## src/bba_pkg.sv

```systemverilog
// ----------------------------------------------------------------------------
// bba_pkg
// shared types and codes of the bitmap block allocator
// ----------------------------------------------------------------------------
package bba_pkg;

	// bitmap entry: used bit and continuation bit
	localparam logic [1:0] ENT_USED  = 2'h1;
	localparam logic [1:0] ENT_CHAIN = 2'h2;
	localparam logic [1:0] ENT_FREE  = 2'h0;

	// request kinds carried in tuser
	localparam logic MODE_ALLOC = 1'b0;
	localparam logic MODE_FREE  = 1'b1;

	typedef enum logic [1:0] {
		ST_OK        = 2'd0,
		ST_NO_SPACE  = 2'd1,
		ST_ZERO_SIZE = 2'd2,
		ST_NOT_USED  = 2'd3
	} status_t;

	typedef enum logic [2:0] {
		S_CLEAR,
		S_IDLE,
		S_SEARCH,
		S_MARK,
		S_FREE,
		S_DONE
	} state_t;

	typedef struct packed {
		logic       wr_en;
		logic       rd_en;
		logic [1:0] wr_data;
	} ram_ctl_t;

endpackage

```

## src/bba_bitmap_ram.sv

```systemverilog
// ----------------------------------------------------------------------------
// bba_bitmap_ram
// used/continuation bitmap store, one write and one registered read port
// ----------------------------------------------------------------------------
module bba_bitmap_ram #(
	parameter int DEPTH  = 256,
	parameter int ADDR_W = $clog2(DEPTH)
) (
	input  logic              clk,
	input  bba_pkg::ram_ctl_t ctl,
	input  logic [ADDR_W-1:0] wr_addr,
	input  logic [ADDR_W-1:0] rd_addr,
	output logic [1:0]        rd_data
);
	import bba_pkg::*;

	logic [1:0] mem [DEPTH];

	always_ff @(posedge clk) begin
		if (ctl.wr_en) begin
			mem[wr_addr] <= ctl.wr_data;
		end
		if (ctl.rd_en) begin
			rd_data <= mem[rd_addr];
		end
	end

endmodule

```

## src/bitmap_block_allocator.sv

```systemverilog
// ----------------------------------------------------------------------------
// bitmap_block_allocator
// first-fit allocator over a pool of blocks, one used and one chain bit each
// ----------------------------------------------------------------------------
// Each input word is a request: allocate request_size contiguous blocks
// (tuser 0) or free the region starting at block_index (tuser 1); each gives
// exactly one result word with a status, the granted start block and the
// number of blocks in use afterwards. The bitmap lives in a small RAM that
// one sequencer walks one entry per cycle. An allocate searches from block 0
// for the first free run of request_size blocks and then marks it, and a
// failed search walks the whole pool; a free clears the chain starting at
// block_index, and answers not used when that block is not in use; a zero
// size or an out-of-range request answers without walking the bitmap. After
// reset the RAM is swept to all free before the first request is taken.
// tready is high only while the sequencer is idle; the result register lets
// the next request in while the previous result still waits to be taken.
module bitmap_block_allocator #(
	parameter int NUM_BLOCKS = 256
) (
	input  logic        clk,
	input  logic        arst_n,
	// request stream
	input  logic        s_axis_tvalid,
	output logic        s_axis_tready,
	input  logic [23:0] s_axis_tdata,  // request_size[15:0], block_index[23:16]
	input  logic        s_axis_tuser,  // mode: 0 allocate, 1 free
	// result stream
	output logic        m_axis_tvalid,
	input  logic        m_axis_tready,
	output logic [23:0] m_axis_tdata   // status[1:0], start_index[9:2],
	                                   // blocks_in_use[18:10], zero pad
);
	import bba_pkg::*;

	localparam int AW = (NUM_BLOCKS > 1) ? $clog2(NUM_BLOCKS) : 1;
	localparam int CW = $clog2(NUM_BLOCKS + 1);
	localparam logic [AW-1:0] LAST_IDX = AW'(NUM_BLOCKS - 1);

	state_t state_q, state_d;

	// sequencer registers
	logic [AW-1:0] addr_q;      // read / write / clear address
	logic [AW-1:0] didx_q;      // index of the entry in rd_data
	logic          dvld_q;      // rd_data holds a fresh entry
	logic [CW-1:0] run_q;       // current free run length
	logic [CW-1:0] need_q;      // blocks wanted
	logic [CW-1:0] rem_q;       // blocks still to mark
	logic          first_q;     // first entry of a free walk
	logic [CW-1:0] used_cnt_q;
	status_t       res_status_q;
	logic [AW-1:0] res_start_q;

	// result register
	logic          m_valid_q;
	status_t       m_status_q;
	logic [7:0]    m_start_q;
	logic [8:0]    m_count_q;

	// request fields
	logic          req_mode;
	logic [15:0]   req_size;
	logic [7:0]    req_idx;
	logic          s_accept;

	// ram
	ram_ctl_t      ram_ctl;
	logic [AW-1:0] wr_addr;
	logic [1:0]    rd_data;

	// shared compare unit
	logic          ent_used;
	logic          ent_chain;
	logic [CW-1:0] run_inc;
	logic          hit;
	logic          at_end;
	logic [AW-1:0] hit_start;
	logic          rd_in_range;
	logic          out_load;

	assign req_size = s_axis_tdata[15:0];
	assign req_idx  = s_axis_tdata[23:16];
	assign req_mode = s_axis_tuser;

	assign s_axis_tready = (state_q == S_IDLE);
	assign s_accept      = s_axis_tvalid && s_axis_tready;

	assign ent_used    = |(rd_data & ENT_USED);
	assign ent_chain   = |(rd_data & ENT_CHAIN);
	assign run_inc     = run_q + CW'(1);
	assign hit         = dvld_q && !ent_used && (run_inc == need_q);
	assign at_end      = (didx_q == LAST_IDX);
	assign hit_start   = AW'(CW'(didx_q) + CW'(1) - need_q);
	assign rd_in_range = (32'(addr_q) < NUM_BLOCKS);
	assign out_load    = !m_valid_q || m_axis_tready;
	assign wr_addr     = (state_q == S_FREE) ? didx_q : addr_q;

	bba_bitmap_ram #(
		.DEPTH  (NUM_BLOCKS),
		.ADDR_W (AW)
	) u_ram (
		.clk     (clk),
		.ctl     (ram_ctl),
		.wr_addr (wr_addr),
		.rd_addr (addr_q),
		.rd_data (rd_data)
	);

	// next state and ram control
	always_comb begin
		state_d = state_q;
		ram_ctl = '{wr_en: 1'b0, rd_en: 1'b0, wr_data: ENT_FREE};
		unique case (state_q)
			S_CLEAR: begin
				// power-up sweep to all free
				ram_ctl.wr_en = 1'b1;
				if (addr_q == LAST_IDX) begin
					state_d = S_IDLE;
				end
			end
			S_IDLE: begin
				if (s_accept) begin
					if (req_mode == MODE_ALLOC) begin
						if (req_size == 16'd0 || 32'(req_size) > NUM_BLOCKS) begin
							state_d = S_DONE;
						end else begin
							state_d = S_SEARCH;
						end
					end else begin
						if (32'(req_idx) >= NUM_BLOCKS) begin
							state_d = S_DONE;
						end else begin
							state_d = S_FREE;
						end
					end
				end
			end
			S_SEARCH: begin
				ram_ctl.rd_en = rd_in_range;
				if (hit) begin
					state_d = S_MARK;
				end else if (dvld_q && at_end) begin
					state_d = S_DONE;
				end
			end
			S_MARK: begin
				ram_ctl.wr_en   = 1'b1;
				ram_ctl.wr_data = (rem_q == CW'(1)) ? ENT_USED : (ENT_USED | ENT_CHAIN);
				if (rem_q == CW'(1)) begin
					state_d = S_DONE;
				end
			end
			S_FREE: begin
				// reads run one entry ahead of the clearing write
				ram_ctl.rd_en = rd_in_range;
				if (dvld_q) begin
					if (first_q && !ent_used) begin
						state_d = S_DONE;
					end else begin
						ram_ctl.wr_en = 1'b1;
						if (!ent_chain || at_end) begin
							state_d = S_DONE;
						end
					end
				end
			end
			S_DONE: begin
				if (out_load) begin
					state_d = S_IDLE;
				end
			end
			default: begin
				state_d = S_IDLE;
			end
		endcase
	end

	always_ff @(posedge clk or negedge arst_n) begin
		if (!arst_n) begin
			state_q <= S_CLEAR;
		end else begin
			state_q <= state_d;
		end
	end

	// sequencer datapath
	always_ff @(posedge clk or negedge arst_n) begin
		if (!arst_n) begin
			addr_q     <= '0;
			dvld_q     <= 1'b0;
			used_cnt_q <= '0;
		end else begin
			unique case (state_q)
				S_CLEAR: begin
					addr_q <= addr_q + AW'(1);
				end
				S_IDLE: begin
					dvld_q <= 1'b0;
					if (s_accept) begin
						addr_q <= (req_mode == MODE_ALLOC) ? '0 : AW'(req_idx);
					end
				end
				S_SEARCH: begin
					if (hit) begin
						// jump back to the run start for marking
						addr_q <= hit_start;
						dvld_q <= 1'b0;
					end else begin
						addr_q <= addr_q + AW'(1);
						dvld_q <= !(dvld_q && at_end);
					end
				end
				S_MARK: begin
					addr_q <= addr_q + AW'(1);
					if (rem_q == CW'(1)) begin
						used_cnt_q <= used_cnt_q + need_q;
					end
				end
				S_FREE: begin
					addr_q <= addr_q + AW'(1);
					dvld_q <= !(dvld_q && ((first_q && !ent_used) || !ent_chain || at_end));
					if (dvld_q && ent_used) begin
						used_cnt_q <= used_cnt_q - CW'(1);
					end
				end
				S_DONE: begin
					dvld_q <= 1'b0;
				end
				default: begin
					dvld_q <= 1'b0;
				end
			endcase
		end
	end

	// payload side of the sequencer
	always_ff @(posedge clk) begin
		didx_q <= addr_q;
		unique case (state_q)
			S_IDLE: begin
				run_q        <= '0;
				first_q      <= 1'b1;
				need_q       <= CW'(req_size);
				res_start_q  <= '0;
				if (req_mode == MODE_ALLOC && req_size == 16'd0) begin
					res_status_q <= ST_ZERO_SIZE;
				end else if (req_mode == MODE_ALLOC && 32'(req_size) > NUM_BLOCKS) begin
					res_status_q <= ST_NO_SPACE;
				end else if (req_mode == MODE_FREE && 32'(req_idx) >= NUM_BLOCKS) begin
					res_status_q <= ST_NOT_USED;
				end else begin
					res_status_q <= ST_OK;
				end
			end
			S_SEARCH: begin
				if (dvld_q) begin
					run_q <= ent_used ? '0 : run_inc;
					if (hit) begin
						rem_q       <= need_q;
						res_start_q <= hit_start;
					end else if (at_end) begin
						res_status_q <= ST_NO_SPACE;
					end
				end
			end
			S_MARK: begin
				rem_q <= rem_q - CW'(1);
			end
			S_FREE: begin
				if (dvld_q) begin
					first_q <= 1'b0;
					if (first_q && !ent_used) begin
						res_status_q <= ST_NOT_USED;
					end
				end
			end
			S_CLEAR, S_DONE: begin
				first_q <= 1'b0;
			end
			default: begin
				first_q <= 1'b0;
			end
		endcase
	end

	// result register
	always_ff @(posedge clk or negedge arst_n) begin
		if (!arst_n) begin
			m_valid_q <= 1'b0;
		end else if (state_q == S_DONE && out_load) begin
			m_valid_q <= 1'b1;
		end else if (m_axis_tready) begin
			m_valid_q <= 1'b0;
		end
	end

	always_ff @(posedge clk) begin
		if (state_q == S_DONE && out_load) begin
			m_status_q <= res_status_q;
			m_start_q  <= 8'(res_start_q);
			m_count_q  <= 9'(used_cnt_q);
		end
	end

	assign m_axis_tvalid = m_valid_q;
	assign m_axis_tdata  = {5'd0, m_count_q, m_start_q, m_status_q};

	// checks

	a_count_bounded: assert property (@(posedge clk) disable iff (!arst_n)
		32'(used_cnt_q) <= NUM_BLOCKS)
		else $error("blocks in use exceeds pool size");

	a_count_moves_only_when_working: assert property (@(posedge clk) disable iff (!arst_n)
		(state_q != S_MARK && state_q != S_FREE) |=> $stable(used_cnt_q))
		else $error("use count changed outside mark or free");

	a_zero_size_fast: assert property (@(posedge clk) disable iff (!arst_n)
		(s_accept && req_mode == MODE_ALLOC && req_size == 16'd0)
		|=> (state_q == S_DONE && res_status_q == ST_ZERO_SIZE))
		else $error("zero size allocate not rejected at once");

	a_fresh_data_only_when_walking: assert property (@(posedge clk) disable iff (!arst_n)
		dvld_q |-> (state_q == S_SEARCH || state_q == S_FREE))
		else $error("bitmap read pending outside a walk");

endmodule
```

## config.mk

```make
export PLATFORM = sky130hd
export DESIGN_NAME = bitmap_block_allocator
export DESIGN_NICKNAME = d
export VERILOG_FILES = /design/src/bba_pkg.sv /design/src/bba_bitmap_ram.sv /design/src/bitmap_block_allocator.sv
export SDC_FILE = /design/constraint.sdc
export NUM_CORES = 1
export LEC_CHECK = 0
export BUFFER_PORTS_ARGS = -buffer_cell sky130_fd_sc_hd__buf_4
export CORE_MARGIN = 10
export CORE_UTILIZATION = 63
export DETAILED_ROUTE_END_ITERATION = 10
export PLACE_DENSITY_LB_ADDON = 0.25
export SKIP_LAST_GASP = 1
export SLEW_MARGIN = 20
export SYNTH_ARGS = -nofsm -noshare
export SYNTH_HDL_FRONTEND = slang
export SYNTH_SLANG_ARGS = --single-unit
```

## constraint.sdc

```tcl
create_clock -name clk -period 12.8 [get_ports clk]
set_clock_uncertainty 0.1 [all_clocks]
set_input_delay 1.28 -clock clk [delete_from_list [all_inputs] [get_ports clk]]
set_output_delay 1.28 -clock clk [all_outputs]
set_load 0.01 [all_outputs]
```

# Word level (Yosys, flattened, before mapping)
# Memory sizes are Yosys's and may differ from the RTL's. A register that Yosys moved wholly into a read port is not among the register bits.
# Cells that the tools add are included.
[classes]
n_bitwise = 2
eq_ne = 22
add_sub_neg = 7
n_reduce_logical = 40
magnitude_cmp = 1
muxes = 51
[op_table]
columns = ["cell", "count"]
rows = [
  ["9-bit 2-to-1 mux", 6],
  ["9-bit one-hot mux with 2 select lines", 3],
  ["8-bit 2-to-1 mux", 6],
  ["3-bit 2-to-1 mux", 11],
  ["8-bit one-hot mux with 3 select lines", 1],
  ["3-bit one-hot mux with 6 select lines", 1],
  ["9-bit by 1-bit subtractor with 9-bit output (second input constant)", 2],
  ["8-bit by 1-bit adder with 8-bit output (second input constant)", 2],
  ["8-bit == test (second input constant)", 2],
  ["16-bit by 9-bit greater-than comparator with 1-bit output (second input constant)", 1],
  ["16-bit logical NOT", 1],
  ["2-bit 2-to-1 mux", 8],
  ["2-bit inequality test (second input constant)", 8],
  ["8-bit one-hot mux with 2 select lines", 1],
  ["1-bit logical AND", 10],
  ["1-bit 2-to-1 mux", 10],
  ["9-bit by 1-bit adder with 9-bit output (second input constant)", 1],
  ["9-bit adder", 1],
  ["9-bit by 1-bit == test with 1-bit output (second input constant)", 1],
  ["9-bit == test", 1],
  ["3-bit AND reduction", 3],
  ["2-bit nonzero test", 4],
  ["8-bit subtractor", 1],
  ["7-bit AND reduction", 1],
  ["other kinds (18)", 37],
]
[word_totals]
word_cells = 139
in_bits = 29
output_inout_bits = 26
reg_bits = 87
mem_count = 1
mem_bits_rw = 512
[mem_list]
columns = ["memory", "words", "word_bits", "rd", "rd_ports_with_merged_regs", "wr", "line", "text"]
rows = [
  ["u_ram.mem", 256, 2, 1, 1, 1, "bba_bitmap_ram.sv:17", "logic [1:0] mem [DEPTH];"],
]

# Logic depth before layout (Yosys ltp)
# Gate-level depths: netlist of run 1.
[depth]
ltp_word = 7
depth_mapped = 15
ltp_nobuf = 13

# By module
# From an unflattened synthesis of run 1, not the netlist that was laid out.
[unflattened]
hier_cells = 1741
area_unflattened_um2 = 26525.4
[by_module_without_submodules]
columns = ["mod", "seq_area_each_um2", "n_inst", "cells_each", "area_each_um2"]
rows = [
  ["bba_bitmap_ram", 15434.8, 1, 1242, 21401.8],
  ["bitmap_block_allocator", 2422.3, 1, 499, 5123.7],
]

# Least setup slack after synthesis of run 1
# OpenSTA, ideal clock, no wires.
[synth_timing]
path_kind = "reg2reg"
from = "reg rem_q[2]"
to = "mem u_ram.mem[0][1], data pin"
slack_ns = 2.830
required_time_ns = 10.969
arrival_ns = 8.139
synth_period_minus_slack_ns = 9.970
path_buffers = 0
path_stages_with_launch = 3
setup_time_ns = 1.731
path_cell_list = "edfxtp_1 -> nor2_1 -> a41oi_1"
[synth_lines]
columns = ["element", "line", "text"]
rows = [
  ["start, declared", "bitmap_block_allocator.sv:47", "logic [CW-1:0] rem_q;"],
  ["start signal, assigned", "bitmap_block_allocator.sv:258", "rem_q <= need_q;"],
  ["start signal, assigned", "bitmap_block_allocator.sv:266", "rem_q <= rem_q - CW'(1);"],
  ["end, declared", "bba_bitmap_ram.sv:17", ""],
]

==> impl_metrics.py, run 1 <==
metrics = {
    "clock_tree": {
        "post_cts_buffers": 0,
        "cts_tree": "built",
        "root_buffer": "clkbuf_16",
        "cts_resized": 0,
        "clk-insertion-delay-late_ns": 0.62,
        "clkSinkCount": 601,
        "cts_made_buffers": 58,
        "clk_pin_slew_ns": 0.07,
        "hold_buffers": 0,
        "clock_path_buffers": 3,
        "h-tree-depth": 2,
    },
    "routing": {
        "wirelength_mm": 60.2,
        "route.detailed.drc": 0,
        "antenna_left": 0,
        "wire_per_inst_um": 26.7,
        "viasPerCell": 6.65,
        "dr.pass1.iters": 5,
        "num_vias": 15000,
        "first_iter_violations": 2068,
    },
    "floorplanning": {
        "rows": 73,
        "initial_utilization_pct": 64.1,
        "die_h_um": 222,
        "io_pins": 55,
        "dieArea_um2": 49100,
        "dieWidth_um": 222,
        "core_area_um2": 39900,
    },
    "worst_setup_path": {
        "crit_path_end_kind": "flip-flop",
        "cp.arrival_ns": 4.84,
        "crit_fanout": 47,
        "start_kind": "flip-flop",
        "setup.worst_path.class": "flip-flop to flip-flop",
        "cp.required_ns": 13.04,
    },
    "finish": {
        "mostFrequentLayoutCells": "edfxtp_1 (571), nor2_1 (299), mux4_2 (128)",
        "drive_gt1_share_pct": 18.4,
        "final_common_cell": "edfxtp_1",
        "nFillCells": 2403,
        "diodes": 0,
        "syn2layout_area_growth_pct": 12.0,
        "nNetsFinal": 1735,
    },
    "outcome": {
        "status": "finished, final reports clean",
    },
    "pwr": {
        "power_density_nw_per_um2": 204,
        "peakVddDrop_mv": 0.191,
        "p_leak_nw": 8.41,
    },
    "grt": {
        "grt_use_total_pct": 24.3,
        "grt_max_degree": 260,
        "grt_overflow": 0,
        "grt_pass1_wl_mm": 92.3,
        "antenna_found_initial": 0,
        "grt_pass1_vias": 15100,
    },
    "logic_synthesis": {
        "yosysSeqAreaShare_pct": 69.8,
        "ys_warn_count": 0,
        "postSynth.asyncResetShare_pct": 3.66,
        "ys_types": 61,
        "synth_top_flop_cell": "edfxtp_1",
        "syn_inst": 1639,
        "synth_edf_count": 571,
        "ys_ff_latch": 601,
        "netlist_area_um2": 25600,
        "avgSynthCellArea_um2": 15.6,
    },
    "sta": {
        "rsz0062_at_grt": "no",
        "hold_ws_ns": 0.316,
        "relSlewSlack_pct": 24.8,
        "setup_viol": 0,
        "period_share_pct": 35.9,
        "fin_crit_ns": 4.60,
        "final_max_slew_viol_count": 0,
        "layout_setup_ws_ns": 8.20,
        "worstMarginPinSlew_ns": 1.12,
        "hold_violations": 0,
        "fmax_mhz": 217,
        "tns_ns": 0,
    },
    "run": {
        "drv_cap": 0,
    },
    "placed_design": {
        "place_congestion": 0.874,
        "place_hpwl_mm": 35.3,
        "dp_slack_ns": 7.82,
        "io_buffers": 49,
    },
    "hold_path": {
        "hold_class": "flip-flop to flip-flop",
    },
}
-- cell type report --
class / count / area (um^2) / share of cell area, %
well taps: 525 / 657 / 2.29
inverters: 27 / 106 / 0.371
flip-flops and latches: 601 / 17900 / 62.3
repair buffers: 80 / 633 / 2.21
multi-input cells: 910 / 7260 / 25.3
clock inverters: 46 / 648 / 2.26
clock buffers: 64 / 1500 / 5.22
-- state kept, by name, indices dropped and copies added (netlist names) --
register,cells
m_count_q,9
m_axis_tvalid,1
didx_q,8
res_start_q,8
u_ram.rd_data,2
rem_q,9
u_ram.mem,512
used_cnt_q,9
dvld_q,1
m_status_q,2
need_q,9
res_status_q,2
addr_q,8
m_start_q,8
state_q,3
run_q,9
first_q,1
-- cell families (layout without fill, tap and decap cells) --
kind of cell | after synthesis | after routing | synth area share, %
AO/OA/AOI/OAI | 190 | 190 | 5.28
XOR/XNOR | 40 | 40 | 1.51
adder cells (fa/ha/maj) | 28 | 28 | 1.43
buffers and inverters | 132 | 217 | 2.06
flip-flops | 601 | 601 | 69.8
multiplexers | 133 | 133 | 11.5
other | 1 | 5 | 0.0147
AND/OR/NAND/NOR | 514 | 514 | 8.47
-- through the flow --
step | std cells | utilization [%] | instance area (um^2) | power (mW)
2_1_floorplan | 1643 | - | 25600 | 3.49
3_3_place_gp | 2141 | 66.4 | 26500 | 3.93
3_5_place_dp | 2141 | 66.4 | 26500 | 3.96
4_1_cts | 2251 | 71.7 | 28600 | 5.85
5_1_grt | 2253 | 71.8 | 28700 | 6.08
6_report | 2253 | 71.8 | 28700 | 5.85
-- cell usage after synthesis, types with 9 or more instances --
cell      number  area share, %
a21oi_1       27           0.53
a221oi_1      18           0.62
a22o_1        22           0.75
a22oi_1       35            1.0
and3_1        10           0.24
buf_2         10           0.20
clkbuf_1      82            1.2
dfrtp_1       22            2.2
edfxtp_1     571             67
ha_1          26            1.3
inv_1         27           0.40
mux4_2       128             11
nand2_1      119            1.7
nand3_1       18           0.35
nor2_1       300            4.4
nor2b_1        9           0.22
nor3_1        14           0.27
o21ai_0       29           0.57
o31ai_1       11           0.32
xnor2_1       25           0.86
xor2_1        12           0.41
-- critical path, cell delays in order (launching register included) --
cell	delay (ns)
dfrtp_4	0.89
buf_4	0.84
buf_4	0.45
buf_16	0.31
mux4_2	0.55
a22oi_1	0.26
nand2_1	0.14
a22oi_1	0.17
o221ai_1	0.18
a22oi_1	0.21
o211ai_1	0.12
-- power breakdown --
group	internal, mW	total, mW	switching, mW
Sequential	2.27	2.46	0.192
Clock	1.15	1.89	0.745
Combinational	0.586	1.49	0.904
Total	4.01	5.85	1.84
-- final timing paths --
path | start | endpoint | slack [ns] | depth (start not counted)
max | addr_q[0]$_DFFE_PN0P_ | u_ram.rd_data[0]$_DFFE_PP_ | 8.20 | 10
min | res_start_q[2]$_SDFFCE_PN0P_ | m_start_q[2]$_DFFE_PP_ | 0.32 | 0
max reg2reg | addr_q[0]$_DFFE_PN0P_ | u_ram.rd_data[0]$_DFFE_PP_ | 8.20 | 10
min reg2reg | res_start_q[2]$_SDFFCE_PN0P_ | m_start_q[2]$_DFFE_PP_ | 0.32 | 0
max in group asynchronous | arst_n | addr_q[0]$_DFFE_PN0P_ | 11.86 | 1
min in group asynchronous | arst_n | used_cnt_q[4]$_DFFE_PN0P_ | 0.46 | 1
-- layer usage --
layer / part of all wire (%) / global-route usage, %
met2: 49 / 39.4
met5: 0 / 0
met4: 3.3 / 8.00
met1: 38 / 32.9
met3: 9.9 / 4.68
(Power assumes the default switching activity.)
==> run 2: changes to the inputs <==
==> constraint.sdc (replaced) <==
create_clock -name clk -period 4.35 [get_ports clk]
set_clock_uncertainty 0.1 [all_clocks]
set_input_delay 0.435 -clock clk [delete_from_list [all_inputs] [get_ports clk]]
set_output_delay 0.435 -clock clk [all_outputs]
set_load 0.01 [all_outputs]
==> run 2 against run 1 <==
Against the previous run:
- sequential cell count did not move
- setup slack got worse by 7.4 ns
- die area unchanged
- routed wire length increased by 0.89%
- clock power grew to 2.5 times the previous value
- register-to-register slack lost 7.4 ns
- hold slack got worse by 0.25 ns
- cell count grew 0.98%
==> impl_metrics.py, run 2 (synthesis gave the netlist of run 1 again) <==
metrics = {
    "floorplanning": {
        "die_h_um": 222,
        "core_area_um2": 39900,
        "dieArea_um2": 49100,
        "rows": 73,
        "io_pins": 55,
        "dieWidth_um": 222,
        "initial_utilization_pct": 64.1,
    },
    "finish": {
        "nFillCells": 2396,
        "top_register": "u_ram.mem",
        "syn2layout_area_growth_pct": 11.6,
        "drive_gt1_share_pct": 18.0,
        "largest_reg_flops": 512,
        "final_common_cell": "edfxtp_1",
        "fin_cells": 2275,
        "nNetsFinal": 1758,
        "stdcell_area_um2": 28600,
        "mostFrequentLayoutCells": "edfxtp_1 (571), nor2_1 (299), mux4_2 (128)",
    },
    "routing": {
        "antenna_left": 0,
        "wire_per_inst_um": 26.7,
        "dr.pass1.iters": 6,
        "wirelength_mm": 60.7,
        "num_vias": 15100,
        "route.detailed.drc": 0,
        "viasPerCell": 6.63,
        "first_iter_violations": 2074,
    },
    "pwr": {
        "power_mw": 16.7,
        "peakVddDrop_mv": 0.380,
        "swShare_pct": 32.6,
        "power_density_nw_per_um2": 583,
        "power_frac_seq_pct": 43.6,
        "switchingPower_mw": 5.43,
        "p_leak_nw": 8.36,
        "power_frac_comb_pct": 27.6,
        "internal_power_mw": 11.2,
        "clock_power_share_pct": 28.8,
    },
    "worst_setup_path": {
        "crit_path_end_kind": "flip-flop",
        "setup.worst_path.class": "flip-flop to flip-flop",
        "cp-startpoint": "addr_q[0]$_DFFE_PN0P_",
        "ff2ff_setup_slack_ns": 0.85,
        "crit_end": "u_ram.rd_data[1]$_DFFE_PP_",
        "cp.arrival_ns": 3.75,
        "crit_fanout": 40,
        "r2r_cells": 8,
        "reg2reg_from": "addr_q[0]$_DFFE_PN0P_",
        "r2r-end": "u_ram.rd_data[1]$_DFFE_PP_",
        "cp.required_ns": 4.59,
        "start_kind": "flip-flop",
    },
    "grt": {
        "grt_overflow": 0,
        "grt_max_degree": 257,
        "grt_pass1_wl_mm": 92.7,
        "grt_use_total_pct": 24.4,
        "antenna_found_initial": 1,
        "grt_pass1_vias": 15400,
    },
    "sta": {
        "period_share_pct": 80.6,
        "rsz0062_at_grt": "no",
        "fmax_mhz": 285,
        "setup_viol": 0,
        "fin_crit_ns": 3.50,
        "final_max_slew_viol_count": 0,
        "tns_ns": 0,
        "hold_violations": 0,
        "hold_ws_ns": 0.0640,
        "worstMarginPinSlew_ns": 1.16,
        "relSlewSlack_pct": 22.2,
    },
    "hold_path": {
        "min_from": "s_axis_tuser",
        "hold_class": "input pin to flip-flop",
    },
    "placed_design": {
        "place_congestion": 0.905,
        "place_hpwl_mm": 36.2,
        "io_buffers": 49,
        "dpl.cell_count": 2157,
        "placed_area_um2": 26700,
    },
    "clock_tree": {
        "clk_pin_slew_ns": 0.06,
        "cts_made_buffers": 57,
        "clock_path_buffers": 3,
        "clk-insertion-delay-late_ns": 0.63,
        "hold_buffers": 10,
        "post_cts_buffers": 0,
        "h-tree-depth": 2,
        "cts_resized": 0,
        "clkSinkCount": 601,
        "cts_tree": "built",
        "root_buffer": "clkbuf_16",
    },
    "run": {
        "drv_cap": 0,
    },
    "outcome": {
        "status": "finished, final reports clean",
    },
}
-- run 2: worst min-delay path by stage --
stage	cells after the start	endpoint
after global placement	1	m_axis_tvalid$_DFFE_PN0P_
after detailed placement	1	m_axis_tvalid$_DFFE_PN0P_
after CTS	2	res_status_q[0]$_DFFE_PP_
final	2	res_status_q[0]$_DFFE_PP_
after floorplan	0	addr_q[0]$_DFFE_PN0P_
after global routing	2	res_status_q[0]$_DFFE_PP_
-- run 2: power groups by stage --
| stage | registers [mW] | logic (mW) | clock network [mW] |
|---|---|---|---|
| finish | 7.27 | 4.59 | 4.80 |
| global route | 7.32 | 4.92 | 5.05 |
| floorplan | 6.99 | 3.28 | 0 |
| CTS | 7.26 | 4.55 | 4.83 |
| detailed placement | 7.37 | 4.50 | 0 |
| global placement | 7.35 | 4.39 | 0 |
-- run 2: cell type report --
| type | count | area (um^2) | share of cell area, % |
|---|---|---|---|
| flip-flops and latches | 601 | 17900 | 62.5 |
| multi-input cells | 910 | 7260 | 25.4 |
| clock buffers | 83 | 1620 | 5.66 |
| repair buffers | 104 | 893 | 3.13 |
| well taps | 525 | 657 | 2.30 |
| clock inverters | 24 | 176 | 0.617 |
| inverters | 27 | 105 | 0.368 |
| diodes | 1 | 2.50 | 0.00876 |
-- run 2: worst max-delay path, cell delays in order (launching register included) --
cell	delay [ns]
dfrtp_4	0.95
buf_12	0.30
mux4_2	0.53
a22oi_1	0.28
nand2_1	0.14
a22oi_1	0.18
o221ai_1	0.20
a22oi_1	0.33
o211ai_1	0.14
-- run 2: through the flow --
stage	worst slack, ns	utilization (%)
detailed placement	0.877	66.8
floorplan	0.000153	-
CTS	0.804	71.6
global route	0.651	71.6
global placement	0.917	66.8
finish	0.846	71.6
-- run 2: layer usage --
| layer | GRT usage [%] | part of all wire (%) | vias to the layer above |
|---|---|---|---|
| met4 | 9.36 | 3.4 | 0 |
| li1 | - | - | 6457 |
| met2 | 40.8 | 51 | 815 |
| met5 | 0 | 0 | - |
| met3 | 3.86 | 8.6 | 148 |
| met1 | 31.9 | 37 | 7669 |
==> run 3: changes to the inputs <==
==> constraint.sdc (replaced) <==
create_clock -name clk -period 3.4 [get_ports clk]
set_clock_uncertainty 0.1 [all_clocks]
set_input_delay 0.34 -clock clk [delete_from_list [all_inputs] [get_ports clk]]
set_output_delay 0.34 -clock clk [all_outputs]
set_load 0.01 [all_outputs]
==> run 3 against run 2 <==
Against the previous run:
- clock power rose by 41%
- register-to-register slack got worse by 0.66 ns
- die area did not move
- first-iteration DRC count rose by 1.4%
- core utilization rose by 1.5 points
- via count rose by 1.5%
- cell area rose by 2.2%
- routed wire length rose by 2.4%
- cell count rose by 1.5%
- global-route usage rose by 0.53 points
- clock-buffer cell count fell by 8
- setup slack got worse by 0.66 ns
- critical path type unchanged
==> impl_metrics.py, run 3 (synthesis gave the netlist of run 1 again) <==
metrics = {
    "outcome": {
        "status": "finished, final reports clean",
    },
    "finish": {
        "largest_reg_flops": 512,
        "drive_gt1_share_pct": 19.8,
        "top_register": "u_ram.mem",
        "final_common_cell": "edfxtp_1",
        "mostFrequentLayoutCells": "edfxtp_1 (571), nor2_1 (299), mux4_2 (128)",
        "syn2layout_area_growth_pct": 14.0,
        "nFillCells": 2358,
        "fin_cells": 2309,
        "stdcell_area_um2": 29200,
        "nNetsFinal": 1792,
        "diodes": 0,
    },
    "pwr": {
        "power_mw": 22.2,
        "power_density_nw_per_um2": 762,
        "p_leak_nw": 8.66,
        "peakVddDrop_mv": 0.456,
    },
    "clock_tree": {
        "post_cts_buffers": 0,
        "clock_path_buffers": 3,
        "cts_tree": "built",
        "clkSinkCount": 601,
        "clk-insertion-delay-late_ns": 0.63,
        "clk_pin_slew_ns": 0.06,
        "cts_made_buffers": 58,
        "h-tree-depth": 2,
        "root_buffer": "clkbuf_16",
    },
    "routing": {
        "route.detailed.drc": 0,
        "num_vias": 15300,
        "antenna_left": 0,
        "wirelength_mm": 62.1,
        "first_iter_violations": 2102,
        "wire_per_inst_um": 26.9,
        "dr.pass1.iters": 7,
        "viasPerCell": 6.63,
    },
    "placed_design": {
        "place_congestion": 0.876,
        "dp_slack_ns": 0.160,
        "place_hpwl_mm": 37.5,
        "dpl.cell_count": 2186,
        "placed_area_um2": 27000,
        "io_buffers": 49,
    },
    "worst_setup_path": {
        "cp.arrival_ns": 3.42,
        "cp.required_ns": 3.60,
        "crit_fanout": 29,
        "setup.worst_path.class": "flip-flop to flip-flop",
        "crit_path_end_kind": "flip-flop",
        "start_kind": "flip-flop",
        "ff2ff_setup_slack_ns": 0.19,
    },
    "run": {
        "drv_cap": 0,
    },
    "sta": {
        "relSlewSlack_pct": 29.2,
        "worstMarginPinSlew_ns": 1.05,
        "hold_ws_ns": 0.0507,
        "rsz0062_at_grt": "no",
        "setup_viol": 0,
        "hold_violations": 0,
        "fmax_mhz": 311,
        "layout_setup_ws_ns": 0.187,
        "period_share_pct": 94.5,
        "fin_crit_ns": 3.21,
        "final_max_slew_viol_count": 0,
    },
    "grt": {
        "grt_pass1_wl_mm": 94.3,
        "grt_use_total_pct": 25.0,
        "grt_overflow": 0,
        "grt_max_degree": 225,
        "grt_pass1_vias": 15400,
        "antenna_found_initial": 0,
    },
    "floorplanning": {
        "rows": 73,
        "die_h_um": 222,
        "initial_utilization_pct": 64.1,
        "dieWidth_um": 222,
        "dieArea_um2": 49100,
        "core_area_um2": 39900,
        "io_pins": 55,
    },
    "hold_path": {
        "hold_class": "input pin to flip-flop",
    },
}
-- run 3: worst paths after layout --
check	start	depth (start not counted)	to
min reg2reg	res_status_q[0]$_DFFE_PP_	0	m_status_q[0]$_DFFE_PP_
min in group asynchronous	arst_n	2	addr_q[0]$_DFFE_PN0P_
max reg2reg	state_q[1]$_DFFE_PN0P_	6	u_ram.mem[70][0]$_DFFE_PP_
max in group asynchronous	arst_n	2	addr_q[1]$_DFFE_PN0P_
max	state_q[1]$_DFFE_PN0P_	6	u_ram.mem[70][0]$_DFFE_PP_
min	s_axis_tdata[20]	3	addr_q[4]$_DFFE_PN0P_
-- run 3: layout make-up --
class                   count  area [um^2]  area share (%)
multi-input cells         910         7290            25.0
repair buffers            137         1250            4.29
clock inverters            34          462            1.58
well taps                 525          657            2.25
flip-flops and latches    601        17900            61.2
inverters                  27          105           0.360
clock buffers              75         1560            5.33
-- run 3: worst max-delay path, cell delays in order, from the launching register on --
cell and delay, ns:
dfrtp_1 0.38, nor2_1 0.15, nand2_1 0.09, buf_4 0.24, o31ai_1 0.87, nand2_1 0.69, nor2_1 0.38
-- run 3: timing repair --
item,4_1_cts,5_1_grt
hold endpoints to repair,36,0
endpoints found under the setup margin,0,10
gates resized for setup,0,2
hold buffers,14,0
-- run 3: power by group --
part	switching (mW)	leakage [nW]	total, mW	internal, mW
sequential	0.497	4.76	9.06	8.56
combinational	3.87	2.92	6.39	2.52
clock	2.78	0.978	6.79	4.01
total	7.15	8.66	22.2	15.1
-- run 3: metal layers --
| layer | up-vias | track usage, % | wire (um) |
|---|---|---|---|
| li1 | 6505 | - | - |
| met1 | 7810 | 32.9 | 23300 |
| met2 | 844 | 40.9 | 30900 |
| met3 | 156 | 5.26 | 5660 |
| met4 | 0 | 8.42 | 2250 |
| met5 | - | 0 | 0 |
-- run 3: through the flow --
stage	TNS [ns]	utilization (%)
floorplan	-208.12	-
CTS	0	73.1
global route	0	73.1
detailed placement	0	67.7
global placement	0	67.7
finish	0	73.1
